## src/sv/nbge_pkg.sv

```systemverilog
// shared types, constants and commands of the n-body gravity step unit
package nbge_pkg;

  localparam int MAX_BODIES = 64;
  localparam int BODY_AW    = $clog2(MAX_BODIES);
  localparam int CNT_W      = $clog2(MAX_BODIES + 1);
  localparam int DIV_W      = 64;
  localparam int SQRT_W     = 64;

  typedef enum logic [1:0] {
    CMD_LOAD = 2'd0,
    CMD_RUN  = 2'd1,
    CMD_READ = 2'd2,
    CMD_BAD  = 2'd3
  } cmd_e;

  typedef enum logic [1:0] {
    ST_OK     = 2'd0,
    ST_RANGE  = 2'd1,
    ST_PAUSED = 2'd2,
    ST_SAT    = 2'd3
  } status_e;

  typedef enum logic [1:0] {
    REG_BODY_COUNT = 2'd0,
    REG_TIME_STEP  = 2'd1,
    REG_GRAVITY    = 2'd2,
    REG_RUN_ENABLE = 2'd3
  } reg_idx_e;

  typedef enum logic [4:0] {
    OP_NOP,
    OP_CAPTURE,
    OP_LOAD,
    OP_READ,
    OP_REPORT,
    OP_CLR_SAT,
    OP_LATCH_I,
    OP_LATCH_J,
    OP_DIFF,
    OP_MUL_SQ,
    OP_ADD_R2,
    OP_MUL_GM,
    OP_MUL_K,
    OP_DIV_Q,
    OP_SAT_S,
    OP_MUL_PULL,
    OP_DIV_PULL,
    OP_ACC,
    OP_WR_NV,
    OP_LATCH_MV,
    OP_MUL_MV,
    OP_MOVE,
    OP_WR_BODY
  } dp_op_e;

  typedef logic [2:0][31:0] vec3_t;

  typedef struct packed {
    dp_op_e               op;
    logic [BODY_AW-1:0]   addr;
    logic [1:0]           ax;
    status_e              status;
  } dp_cmd_t;

  typedef struct packed {
    logic div_busy;
    logic sq_busy;
    logic r2_zero;
    logic sat;
  } dp_stat_t;

endpackage

```

## src/sv/nbge_ctrl.sv

```systemverilog
// controller: command decode and the pair and move sequencing of a run
module nbge_ctrl (
  input  logic                        clk_i,
  input  logic                        rst_ni,
  input  logic                        start,
  input  logic [1:0]                  cmd_i,
  input  logic [5:0]                  body_index_i,
  input  logic [7:0]                  step_count_i,
  input  logic                        run_en_i,
  input  logic [nbge_pkg::CNT_W-1:0]  n_i,
  input  nbge_pkg::dp_stat_t          stat_i,
  output nbge_pkg::dp_cmd_t           cmd_o,
  output logic                        busy_o,
  output logic                        done_o
);
  import nbge_pkg::*;

  typedef enum logic [4:0] {
    S_IDLE, S_LOAD, S_READ, S_REPORT, S_RUN_INIT, S_T_CHK,
    S_I_CHK, S_I_LAT, S_J_CHK, S_J_LAT, S_DIFF, S_SQ, S_ADD, S_ZCHK,
    S_GM, S_K, S_DSTART, S_DWAIT, S_PM, S_PDS, S_PDW, S_WR_NV,
    S_MV_RD, S_MV_LAT, S_MV_MUL, S_MV_ADD, S_MV_WR
  } state_e;

  state_e          state_q;
  logic [CNT_W-1:0] i_q, j_q;
  logic [7:0]      t_q, steps_q;
  logic [1:0]      ax_q;
  status_e         status_q;
  logic            done_q;
  logic            idx_oor;

  assign idx_oor = (32'(body_index_i) >= 32'(MAX_BODIES));

  always_ff @(posedge clk_i or negedge rst_ni) begin
    if (!rst_ni) begin
      state_q  <= S_IDLE;
      i_q      <= '0;
      j_q      <= '0;
      t_q      <= '0;
      steps_q  <= '0;
      ax_q     <= '0;
      status_q <= ST_OK;
      done_q   <= 1'b0;
    end else begin
      done_q <= 1'b0;
      unique case (state_q)
        S_IDLE: begin
          if (start) begin
            steps_q <= step_count_i;
            priority if (cmd_i == CMD_RUN) begin
              if (!run_en_i) begin
                status_q <= ST_PAUSED;
                state_q  <= S_REPORT;
              end else begin
                state_q <= S_RUN_INIT;
              end
            end else if (cmd_i == CMD_BAD || idx_oor) begin
              status_q <= ST_RANGE;
              state_q  <= S_REPORT;
            end else if (cmd_i == CMD_LOAD) begin
              state_q <= S_LOAD;
            end else begin
              state_q <= S_READ;
            end
          end
        end
        S_LOAD, S_READ, S_REPORT: begin
          done_q  <= 1'b1;
          state_q <= S_IDLE;
        end
        S_RUN_INIT: begin
          t_q     <= '0;
          state_q <= S_T_CHK;
        end
        S_T_CHK: begin
          if (t_q == steps_q) begin
            status_q <= stat_i.sat ? ST_SAT : ST_OK;
            state_q  <= S_REPORT;
          end else begin
            i_q     <= '0;
            state_q <= S_I_CHK;
          end
        end
        S_I_CHK: begin
          if (i_q == n_i) begin
            i_q     <= '0;
            state_q <= S_MV_RD;
          end else begin
            state_q <= S_I_LAT;
          end
        end
        S_I_LAT: begin
          j_q     <= '0;
          state_q <= S_J_CHK;
        end
        S_J_CHK: begin
          priority if (j_q == n_i) begin
            state_q <= S_WR_NV;
          end else if (j_q == i_q) begin
            j_q <= j_q + 1'b1;
          end else begin
            state_q <= S_J_LAT;
          end
        end
        S_J_LAT: state_q <= S_DIFF;
        S_DIFF: begin
          ax_q    <= '0;
          state_q <= S_SQ;
        end
        S_SQ: state_q <= S_ADD;
        S_ADD: begin
          if (ax_q == 2'd2) begin
            state_q <= S_ZCHK;
          end else begin
            ax_q    <= ax_q + 1'b1;
            state_q <= S_SQ;
          end
        end
        S_ZCHK: begin
          // coincident pair contributes nothing
          if (stat_i.r2_zero) begin
            j_q     <= j_q + 1'b1;
            state_q <= S_J_CHK;
          end else begin
            state_q <= S_GM;
          end
        end
        S_GM:     state_q <= S_K;
        S_K:      state_q <= S_DSTART;
        S_DSTART: state_q <= S_DWAIT;
        S_DWAIT: begin
          if (!stat_i.div_busy && !stat_i.sq_busy) begin
            ax_q    <= '0;
            state_q <= S_PM;
          end
        end
        S_PM:  state_q <= S_PDS;
        S_PDS: state_q <= S_PDW;
        S_PDW: begin
          if (!stat_i.div_busy) begin
            if (ax_q == 2'd2) begin
              j_q     <= j_q + 1'b1;
              state_q <= S_J_CHK;
            end else begin
              ax_q    <= ax_q + 1'b1;
              state_q <= S_PM;
            end
          end
        end
        S_WR_NV: begin
          i_q     <= i_q + 1'b1;
          state_q <= S_I_CHK;
        end
        S_MV_RD: begin
          if (i_q == n_i) begin
            t_q     <= t_q + 1'b1;
            state_q <= S_T_CHK;
          end else begin
            state_q <= S_MV_LAT;
          end
        end
        S_MV_LAT: begin
          ax_q    <= '0;
          state_q <= S_MV_MUL;
        end
        S_MV_MUL: state_q <= S_MV_ADD;
        S_MV_ADD: begin
          if (ax_q == 2'd2) begin
            state_q <= S_MV_WR;
          end else begin
            ax_q    <= ax_q + 1'b1;
            state_q <= S_MV_MUL;
          end
        end
        S_MV_WR: begin
          i_q     <= i_q + 1'b1;
          state_q <= S_MV_RD;
        end
        default: state_q <= S_IDLE;
      endcase
    end
  end

  always_comb begin
    cmd_o.op     = OP_NOP;
    cmd_o.addr   = i_q[BODY_AW-1:0];
    cmd_o.ax     = ax_q;
    cmd_o.status = status_q;
    unique case (state_q)
      S_IDLE: begin
        cmd_o.addr = BODY_AW'(body_index_i);
        if (start) begin
          cmd_o.op = OP_CAPTURE;
        end
      end
      S_LOAD:     cmd_o.op = OP_LOAD;
      S_READ:     cmd_o.op = OP_READ;
      S_REPORT:   cmd_o.op = OP_REPORT;
      S_RUN_INIT: cmd_o.op = OP_CLR_SAT;
      S_I_LAT:    cmd_o.op = OP_LATCH_I;
      S_J_CHK:    cmd_o.addr = j_q[BODY_AW-1:0];
      S_J_LAT:    cmd_o.op = OP_LATCH_J;
      S_DIFF:     cmd_o.op = OP_DIFF;
      S_SQ:       cmd_o.op = OP_MUL_SQ;
      S_ADD:      cmd_o.op = OP_ADD_R2;
      S_GM:       cmd_o.op = OP_MUL_GM;
      S_K:        cmd_o.op = OP_MUL_K;
      S_DSTART:   cmd_o.op = OP_DIV_Q;
      S_DWAIT: begin
        if (!stat_i.div_busy && !stat_i.sq_busy) begin
          cmd_o.op = OP_SAT_S;
        end
      end
      S_PM:       cmd_o.op = OP_MUL_PULL;
      S_PDS:      cmd_o.op = OP_DIV_PULL;
      S_PDW: begin
        if (!stat_i.div_busy) begin
          cmd_o.op = OP_ACC;
        end
      end
      S_WR_NV:    cmd_o.op = OP_WR_NV;
      S_MV_LAT:   cmd_o.op = OP_LATCH_MV;
      S_MV_MUL:   cmd_o.op = OP_MUL_MV;
      S_MV_ADD:   cmd_o.op = OP_MOVE;
      S_MV_WR:    cmd_o.op = OP_WR_BODY;
      default: ;
    endcase
  end

  assign busy_o = (state_q != S_IDLE);
  assign done_o = done_q;

endmodule

```

## config.mk

```make
export PLATFORM = sky130hd
export DESIGN_NAME = nbge_ctrl
export DESIGN_NICKNAME = d
export VERILOG_FILES = /design/src/sv/nbge_pkg.sv /design/src/sv/nbge_ctrl.sv
export SDC_FILE = /design/constraint.sdc
export NUM_CORES = 1
export LEC_CHECK = 0
export ABC_AREA = 1
export BUFFER_PORTS_ARGS = -buffer_cell sky130_fd_sc_hd__clkbuf_2
export CAP_MARGIN = 15
export CORE_AREA = 2 2 79 81
export CTS_CLUSTER_SIZE = 20
export DETAILED_ROUTE_END_ITERATION = 8
export DIE_AREA = 0 0 81 83
export PLACE_DENSITY = 0.83
export SLEW_MARGIN = 10
export SYNTH_ARGS = -nofsm -noshare
export SYNTH_HDL_FRONTEND = slang
export SYNTH_SLANG_ARGS = --single-unit
```

## constraint.sdc

```tcl
create_clock -name clk_i -period 2.1 [get_ports clk_i]
set_input_delay 0.21 -clock clk_i [delete_from_list [all_inputs] [get_ports clk_i]]
set_output_delay 0.21 -clock clk_i [all_outputs]
set_load 0.1 [all_outputs]
```

==> results of run 1 <==
logic make-up (layout without fill, tap and decap cells):
family / count (synthesis) / after routing / share of synthesized area [%]
and+or+nand+nor: 324 / 324 / 43.3
buffers and inverters: 69 / 128 / 8.57
AOI/OAI and AO/OA: 57 / 57 / 10.3
DFF: 40 / 40 / 30.2
xor gates and xnor gates: 19 / 19 / 5.02
adders and majority gates: 7 / 7 / 2.64
metal layers:
| metal | routed length, µm | vias to the layer above |
|---|---|---|
| met2 | 4460 | 140 |
| met5 | 0 | - |
| met3 | 543 | 26 |
| li1 | - | 1754 |
| met1 | 3920 | 1608 |
| met4 | 235 | 0 |
worst min path at each step:
| stage | startpoint | end | slack (ns) |
|---|---|---|---|
| after floorplan | rst_ni | ax_q[0] | -0.09 |
| after global placement | rst_ni | steps_q[6] | 0.25 |
| after detailed placement | rst_ni | steps_q[6] | 0.25 |
| after CTS | step_count_i[2] | steps_q[2] | 0.12 |
| after global routing | step_count_i[0] | steps_q[0] | 0.11 |
| final | step_count_i[2] | steps_q[2] | 0.12 |
power by group:
| group | total, mW | leakage (nW) | internal (mW) | switching [mW] |
|---|---|---|---|---|
| sequential | 1.24 | 0.529 | 0.973 | 0.267 |
| combinational | 4.13 | 1.55 | 1.26 | 2.87 |
| clock | 0.508 | 0.0400 | 0.225 | 0.283 |
| total | 5.88 | 2.12 | 2.46 | 3.42 |
worst max-delay path, cell delays in order (launching register included):
cell      delay (ns)
dfrtp_2         0.50
nor2_4          0.15
inv_2           0.12
nor2_2          0.11
buf_4           0.17
nand2_1         0.07
o211ai_1        0.17
buf_12          0.22
metrics by stage:
stage	TNS, ns	setup slack, ns	cell area [µm²]	total power [mW]
floorplan	-2.58	-0.481	3330	4.04
global placement	0	0.208	3830	5.19
detailed placement	0	0.249	3830	5.22
CTS	0	0.00799	3930	5.76
global route	-0.0546	-0.0191	4010	6.20
finish	0	0.0653	4010	5.88
repair_timing:
item                       4_1_cts  5_1_grt
hold buffers                     1        0
setup endpoints to repair       11       10
hold endpoints to repair        22        0
setup buffers                    0        4
gates resized for setup          5       18
pin swaps                        0        4
state kept, by name, summed over array words and instances, names as in the netlist:
register / flops
ax_q: 2
done_o: 1
i_q: 7
j_q: 7
state_q: 5
status_q: 2
steps_q: 8
t_q: 8
final cells by class:
cell class | instances | area (µm²)
inverter | 62 | 238
fill | 522 | 1800
clock buffer | 5 | 68.8
timing repair buffer | 59 | 493
tap | 75 | 93.8
sequential | 40 | 1010
clock inverter | 2 | 12.5
multi-input combinational | 407 | 2100
cells in the final DEF (no fill, tap or decap), types with 6 or more instances in the layout:
| cell type | instances |
|---|---|
| nor2_1 | 56 |
| inv_2 | 6 |
| nand4_1 | 7 |
| o21ai_2 | 7 |
| nor2_2 | 12 |
| buf_12 | 11 |
| buf_4 | 11 |
| ha_1 | 7 |
| clkbuf_2 | 36 |
| nand2_2 | 10 |
| inv_1 | 55 |
| o211ai_1 | 6 |
| dfrtp_1 | 36 |
| xnor2_1 | 15 |
| nand3_1 | 37 |
| nor2_4 | 7 |
| o21ai_0 | 21 |
| a21oi_1 | 13 |
| nand2_1 | 176 |
==> metrics.cfg, run 1 <==
[setup_path]
worstPathRequired_ns = 1.89
cp_max_fo = 9
rrSetupSlack_ns = 0.29
endpoint_kind = output pin
start_kind = flip-flop
critPathCapture = cmd_o[4]
reg2reg_to = j_q[6]
worstSetupPathType = flip-flop to output pin
cp.arrival_ns = 1.82
r2r-start = state_q[1]
startpoint = state_q[3]
r2r_cells = 9

[worst_hold_path]
hp-class = input pin to flip-flop
holdPathStages = 3

[grt]
grt.busiest_layer = met2
gr-usage-met3_pct = 5.11
antenna_found_initial = 0
overflow = 0
grt_pass1_wl_mm = 15.3
track_usage_pct = 28.8
first_global_vias = 3307
grt_max_degree = 25
grt_use_met1_pct = 36.8
grt_util_met2_pct = 48.3

[timing]
relSlewSlack_pct = 59.7
setup_viol = 0
fin_crit_sh_pct = 96.9
drv_slew = 0
max_freq_mhz = 491
skew_ns = 0.0132
layout_min_cycle_time_ns = 2.03
whs_ns = 0.123
rsz0062_at_grt = yes
hold_viol_final = 0
tightest_slew_ns = 0.605

[synthesis]
synth_edf_count = 0
syn_area_per_cell_um2 = 6.42
ys_ff_latch = 40
ys_seq_area_share_pct = 30.2
synth_common_cells = 179 x nand2_1, 65 x nor2_1, 55 x inv_1
syn-num-nets = 554
async_flop_share_pct = 100
syn_inst = 516
ys_types = 36
netlist_area_mm2 = 0.00331
synth.most_common_cell = nand2_1
synth_top_area_share_pct = 30.2
yosys_most_used_dff = dfrtp_1
yosysWarnings = 0
synthTopCellsByArea = dfrtp_1 30%, nand2_1 20%, nor2_1 7.4%
yosys.area.top_type = dfrtp_1

[power_and_ir_drop]
peakVddDrop_uv = 1620
power.static_leakage_nw = 2.12
power_density_mw_per_mm2 = 1470

[placement]
io_buffers = 47
gp_congestion = 0.969
dp_hpwl_mm = 7.44
place_inst = 638

[cells_and_area]
syn_to_final_growth_pct = 21.1
post-route-util_pct = 69.0
fin_nets = 613
num_antenna_cells = 0
fin_cells = 650
drive_gt1_share_pct = 21.7

[clock_network]
cts.path.max_buffers = 2
cts.clk_slew.worst_paths_ns = 0.09
clk_latency_ns = 0.30
cts_max_level = 2
cts_root_buffer = clkbuf_8
cts_sinks = 40
cts_tree = yes
cts_made_buffers = 5

[die]
fp.coreArea_mm2 = 0.00582
dieArea_mm2 = 0.00672
rows = 28
design.portCount = 48
fp.dieW_um = 81
initial_core_util_pct = 57.0
die_h_um = 83

[route]
via_per_inst = 5.43
ant_nets = 0
wl_per_cell_um = 14.1
drt_iter0_markers = 320
first_pass_iters = 5
routed_wl_mm = 9.16
drcViolationCount = 0
vias = 3528

[run]
max_cap_viol_count = 0

[run_status]
run_status = finished clean

Power figures use the tool's default switching activity.
==> run 2: changes to the inputs <==
- PLACE_DENSITY: 0.83 -> 0.79
==> metrics.cfg, run 2 (synthesis results as in run 1) <==
[power_and_ir_drop]
p_sw_share_pct = 56.8  ; was 58.1%
p_seq_share_pct = 19.7  ; was 21.1%
internal_power_mw = 2.68  ; was 2.46 mW
p_sw_mw = 3.53  ; was 3.42 mW
power_density_mw_per_mm2 = 1510  ; was 1470 mW/mm²
peakVddDrop_uv = 1500  ; was 1620 µV
finalPower_mw = 6.22  ; was 5.88 mW
power.share.clock_pct = 11.0  ; was 8.6%
pwr-share-comb_pct = 69.3  ; was 70.2%
power.static_leakage_nw = 2.16  ; was 2.12 nW

[clock_network]
cts_sinks = 40  ; unchanged
cts_root_buffer = clkbuf_8  ; unchanged
clk_latency_ns = 0.31  ; was 0.30 ns
cts_max_level = 2  ; unchanged
cts_made_buffers = 5  ; unchanged
cts.path.max_buffers = 2  ; unchanged
cts_tree = yes  ; unchanged
cts.clk_slew.worst_paths_ns = 0.10  ; was 0.09 ns

[placement]
dp_hpwl_mm = 7.26  ; was 7.44 mm
io_buffers = 47  ; unchanged
gp_congestion = 1.00  ; was 0.969

[grt]
overflow = 0  ; unchanged
first_global_vias = 3428  ; was 3,307
antenna_found_initial = 0  ; unchanged
grt_max_degree = 18  ; was 25
track_usage_pct = 28.7  ; was 28.8%
grt_pass1_wl_mm = 15.4  ; was 15.3 mm

[route]
first_pass_iters = 5  ; unchanged
drt_iter0_markers = 388  ; was 320
vias = 3620  ; was 3,528
routed_wl_mm = 9.36  ; was 9.16 mm
wl_per_cell_um = 14.3  ; was 14.1 µm
ant_nets = 0  ; unchanged
drcViolationCount = 0  ; unchanged
via_per_inst = 5.53  ; was 5.43

[setup_path]
start_kind = flip-flop  ; unchanged
cp_max_fo = 6  ; was 9
worstSetupPathType = flip-flop to output pin  ; unchanged
worstPathRequired_ns = 1.89  ; about the same
endpoint_kind = output pin  ; unchanged
cp.arrival_ns = 1.87  ; was 1.82 ns

[cells_and_area]
syn_to_final_growth_pct = 24.2  ; was 21.1%
mostFrequentLayoutCell = nand2_1  ; unchanged
post-route-util_pct = 70.7  ; was 69.0%
reg_top3 = steps_q: 8 flops, t_q: 8 flops  ; unchanged
layout_common_cells = 178 x nand2_1, 55 x inv_1, 55 x nor2_1  ; was 176 x nand2_1, 56 x nor2_1, 55 x inv_1
num_antenna_cells = 0  ; unchanged
fin_nets = 617  ; was 613
drive_gt1_share_pct = 22.8  ; was 21.7%

[die]
dieArea_mm2 = 0.00672  ; unchanged
initial_core_util_pct = 57.0  ; unchanged
design.portCount = 48  ; unchanged
rows = 28  ; unchanged
fp.coreArea_mm2 = 0.00582  ; unchanged
fp.dieW_um = 81  ; unchanged
die_h_um = 83  ; unchanged

[timing]
skew_ns = 0.0165  ; was 0.0132 ns
rsz0062_at_grt = yes  ; unchanged
setup_tns_ns = 0  ; unchanged
tightest_slew_ns = 0.543  ; was 0.605 ns
drv_slew = 0  ; unchanged
max_freq_mhz = 481  ; was 491 MHz
layout_min_cycle_time_ns = 2.08  ; was 2.03 ns
setup_viol = 0  ; unchanged
hold_viol_final = 0  ; unchanged
whs_ns = 0.0956  ; was 0.123 ns
fin_crit_sh_pct = 99.1  ; was 96.9%
relSlewSlack_pct = 63.9  ; was 59.7%

[run_status]
run_status = finished clean  ; unchanged

[run]
max_cap_viol_count = 0  ; unchanged

[worst_hold_path]
hp-class = input pin to flip-flop  ; unchanged

-- run 2: cell count changes in the layout (fill, tap and decap cells not counted), sizes merged --
cell / before / now
inv: 62 / 63
buf: 22 / 25
clkbuf: 41 / 42
bufinv: 0 / 1
clkinv: 1 / 0
-- run 2: metrics by stage --
stage	instance area [µm²]	std cells	setup slack (ns)
global route	4110	655	-0.0728
CTS	3970	647	-0.0122
detailed placement	3830	638	0.195
finish	4110	655	0.0191
floorplan	3330	516	-0.481
global placement	3830	638	0.252
-- run 2: layout make-up --
type                    instances  area, µm²
well taps                      75       93.8
multi-input cells             407       2130
clock inverters                 3       46.3
fillers                       498       1700
clock buffers                   5       68.8
repair buffers                 63        528
inverters                      62        240
flip-flops and latches         40       1010
-- run 2: critical path: stages (launching register included) --
cell,delay [ns]
dfrtp_2,0.45
inv_1,0.11
nor2_2,0.16
nand2_1,0.12
nor2_4,0.17
nand2_1,0.10
o21ai_2,0.10
nor2_2,0.06
o2111ai_2,0.09
buf_12,0.21
-- run 2: repair_timing --
| action | in CTS | in global routing |
|---|---|---|
| endpoints found under the setup margin | 9 | 11 |
| gates cloned | 0 | 0 |
| pin swaps | 0 | 7 |
| hold endpoints to repair | 8 | 0 |
| resized for setup | 7 | 24 |
| hold buffers | 1 | 0 |
| setup buffers | 0 | 8 |
-- run 2: final timing paths --
| kind | startpoint | to | slack (ns) | cells past startpoint |
|---|---|---|---|---|
| max | state_q[0] | cmd_o[12] | 0.02 | 9 |
| min | step_count_i[2] | steps_q[2] | 0.1 | 3 |
| max reg2reg | state_q[0] | j_q[4] | 0.16 | 11 |
| min reg2reg | steps_q[6] | steps_q[6] | 0.50 | 2 |
| max in group asynchronous | rst_ni | state_q[0] | 1.27 | 3 |
| min in group asynchronous | rst_ni | steps_q[7] | 0.29 | 2 |
-- run 2: power groups by stage --
stage	sequential (mW)	combinational [mW]	clock, mW
6_report	1.22	4.31	0.682
5_1_grt	1.25	4.60	0.716
4_1_cts	1.22	4.07	0.681
3_5_place_dp	1.22	4.03	0
3_3_place_gp	1.22	4.01	0
2_1_floorplan	1.33	2.71	0
-- run 2: layer usage --
| metal | track usage [%] | up-vias | share of wire, % |
|---|---|---|---|
| met5 | 0 | - | 0 |
| met4 | 11.2 | 0 | 3.5 |
| met3 | 5.00 | 36 | 6.0 |
| met2 | 45.2 | 157 | 48 |
| met1 | 39.0 | 1669 | 43 |
| li1 | - | 1758 | - |
==> run 3: changes to the inputs <==
- ABC_AREA: 1 -> not set
- CORE_AREA: 2 2 79 81 -> 2 2 78 80
- DIE_AREA: 0 0 81 83 -> 0 0 80 82
==> metrics.cfg, run 3 <==
[cells_and_area]
fin_nets = 529  ; was 617
mostFrequentLayoutCell = buf_4  ; was nand2_1
drive_gt1_share_pct = 37.0  ; was 22.8%
syn_to_final_growth_pct = 41.2  ; was 24.2%
reg_top3 = steps_q: 8 flops, t_q: 8 flops  ; unchanged
layout_common_cells = 52 x buf_4, 35 x nor2_1, 35 x clkbuf_2  ; was 178 x nand2_1, 55 x inv_1, 55 x nor2_1
num_antenna_cells = 0  ; unchanged
final_area_mm2 = 0.00456  ; was 0.00411 mm²

[die]
fp.dieW_um = 80  ; was 81 µm
dieArea_mm2 = 0.00656  ; was 0.00672 mm²
fp.coreArea_mm2 = 0.00575  ; was 0.00582 mm²
die_h_um = 82  ; was 83 µm
initial_core_util_pct = 56.2  ; was 57.0%
design.portCount = 48  ; unchanged
rows = 28  ; unchanged

[setup_path]
cp_max_fo = 8  ; was 6
start_kind = flip-flop  ; unchanged
cp.arrival_ns = 1.92  ; was 1.87 ns
worstPathRequired_ns = 1.89  ; about the same
worstSetupPathType = flip-flop to output pin  ; unchanged
endpoint_kind = output pin  ; unchanged

[grt]
track_usage_pct = 31.0  ; was 28.7%
first_global_vias = 3350  ; was 3,428
antenna_found_initial = 0  ; unchanged
grt_max_degree = 35  ; was 18
overflow = 0  ; unchanged
grt_pass1_wl_mm = 15.9  ; was 15.4 mm

[timing]
max_freq_mhz = 470  ; was 481 MHz
fin_crit_sh_pct = 101  ; was 99.1%
setup_tns_ns = -0.0265  ; was 0 ns
hold_viol_final = 0  ; unchanged
whs_ns = 0.0146  ; was 0.0956 ns
layout_min_cycle_time_ns = 2.13  ; was 2.08 ns
setup_viol = 1  ; was 0
drv_slew = 0  ; unchanged
rsz0062_at_grt = yes  ; unchanged
relSlewSlack_pct = 39.5  ; was 63.9%
skew_ns = 0.0183  ; was 0.0165 ns
setup_slack_ns = -0.0265  ; was 0.0191 ns
tightest_slew_ns = 0.908  ; was 0.543 ns

[synthesis]
yosys_most_used_dff = dfrtp_1  ; unchanged
async_flop_share_pct = 100  ; unchanged
syn-num-nets = 438  ; was 554
syn_inst = 400  ; was 516
ys_types = 61  ; was 36
ys_ff_latch = 40  ; unchanged
syn_area_per_cell_um2 = 8.08  ; was 6.42 µm²
yosys.area.top_type = dfrtp_1  ; unchanged
synth_top_area_share_pct = 31.0  ; was 30.2%
yosysWarnings = 0  ; unchanged
ys_seq_area_share_pct = 31.0  ; was 30.2%
synth.most_common_cell = dfrtp_1  ; was nand2_1
netlist_area_mm2 = 0.00323  ; was 0.00331 mm²
synthTopCellsByArea = dfrtp_1 31%, xor2_1 5.4%, a21oi_1 5.0%  ; was dfrtp_1 30%, nand2_1 20%, nor2_1 7.4%
synth_edf_count = 0  ; unchanged
synth_common_cells = 40 x dfrtp_1, 38 x nor2_1, 33 x nand2_1  ; was 179 x nand2_1, 65 x nor2_1, 55 x inv_1

[route]
vias = 3484  ; was 3,620
first_pass_iters = 6  ; was 5
ant_nets = 0  ; unchanged
drt_iter0_markers = 442  ; was 388
drcViolationCount = 0  ; unchanged
routed_wl_mm = 9.72  ; was 9.36 mm
via_per_inst = 6.14  ; was 5.53
wl_per_cell_um = 17.1  ; was 14.3 µm

[clock_network]
cts.clk_slew.worst_paths_ns = 0.10  ; about the same
cts_sinks = 40  ; unchanged
cts_root_buffer = clkbuf_8  ; unchanged
cts_max_level = 2  ; unchanged
cts_made_buffers = 5  ; unchanged
clk_latency_ns = 0.32  ; was 0.31 ns
cts.path.max_buffers = 2  ; unchanged
cts_tree = yes  ; unchanged

[placement]
place_ws_ns = -0.0823  ; was 0.195 ns
io_buffers = 47  ; unchanged
placed_area_mm2 = 0.00422  ; was 0.00383 mm²
gp_congestion = 0.904  ; was 1.00
dp_hpwl_mm = 7.03  ; was 7.26 mm

[run_status]
violations = setup timing
run_status = finished, violations left  ; was finished clean

[power_and_ir_drop]
finalPower_mw = 7.49  ; was 6.22 mW
power_density_mw_per_mm2 = 1640  ; was 1510 mW/mm²
power.static_leakage_nw = 2.03  ; was 2.16 nW
peakVddDrop_uv = 1870  ; was 1500 µV

[worst_hold_path]
hp-class = input pin to asynchronous set/reset pin  ; was input pin to flip-flop

[run]
max_cap_viol_count = 0  ; unchanged

## run 3: kinds of logic after synthesis
| family | share of synthesized area (%) |
|---|---|
| AND/OR/NAND/NOR | 24.0 |
| flip-flops | 31.0 |
| XOR/XNOR | 9.49 |
| multiplexers | 5.96 |
| AO/OA/AOI/OAI | 22.5 |
| adder cells (fa/ha/maj) | 2.71 |
| buffers and inverters | 4.41 |
## run 3: where the power goes
group / internal (mW) / total, mW / switching (mW)
Combinational: 2.25 / 5.64 / 3.39
Sequential: 1.00 / 1.25 / 0.248
Clock: 0.267 / 0.591 / 0.324
Total: 3.52 / 7.49 / 3.97
## run 3: metrics by stage
stage          utilization (%)  instances
5_1_grt                   79.4        567
3_3_place_gp              73.4        550
3_5_place_dp              73.4        550
4_1_cts                   77.4        565
6_report                  79.4        567
2_1_floorplan                -        400
## run 3: final timing paths
| kind | end | startpoint | slack, ns | cells past startpoint |
|---|---|---|---|---|
| worst max-delay path | cmd_o[10] | state_q[0] | -0.03 | 8 |
| worst min-delay path | t_q[5] | rst_ni | 0.01 | 1 |
| worst max register to register | j_q[2] | state_q[3] | 0.01 | 7 |
| worst min register to register | status_q[0] | status_q[0] | 0.50 | 1 |
| max in group asynchronous | i_q[2] | rst_ni | 1.42 | 2 |
| min in group clk_i | steps_q[4] | step_count_i[4] | 0.14 | 2 |
## run 3: what timing repair did
item | CTS | global route
setup endpoints to repair | 18 | 22
hold buffers | 0 | 0
buffers inserted | 6 | 2
gates cloned | 1 | 0
pin swaps | 3 | 8
gates resized for setup | 19 | 28
## run 3: layer usage
metal  global-route usage (%)  wire, µm  share of wire [%]
met5                        0         0                  0
met4                     13.4       394                4.1
met3                     5.49       805                8.3
met2                     51.6      4490                 46
met1                     39.7      4030                 41
## run 3: final cells by class
cell class                      instances  area (µm²)
Clock buffer                            6        82.6
Clock inverter                          2        15.0
Fill cell                             391        1180
Inverter                               10        38.8
Multi-Input combinational cell        324        2340
Sequential cell                        40        1010
Tap cell                               75        93.8
Timing Repair Buffer                  110         980
## run 3: critical path, cell delays in order (launching register included)
cell and delay (ns):
dfrtp_2 0.50, buf_6 0.15, nor2b_2 0.15, buf_4 0.14, a21oi_2 0.09, o221ai_1 0.14, o21ai_2 0.11, o311ai_4 0.13
buf_12 0.19
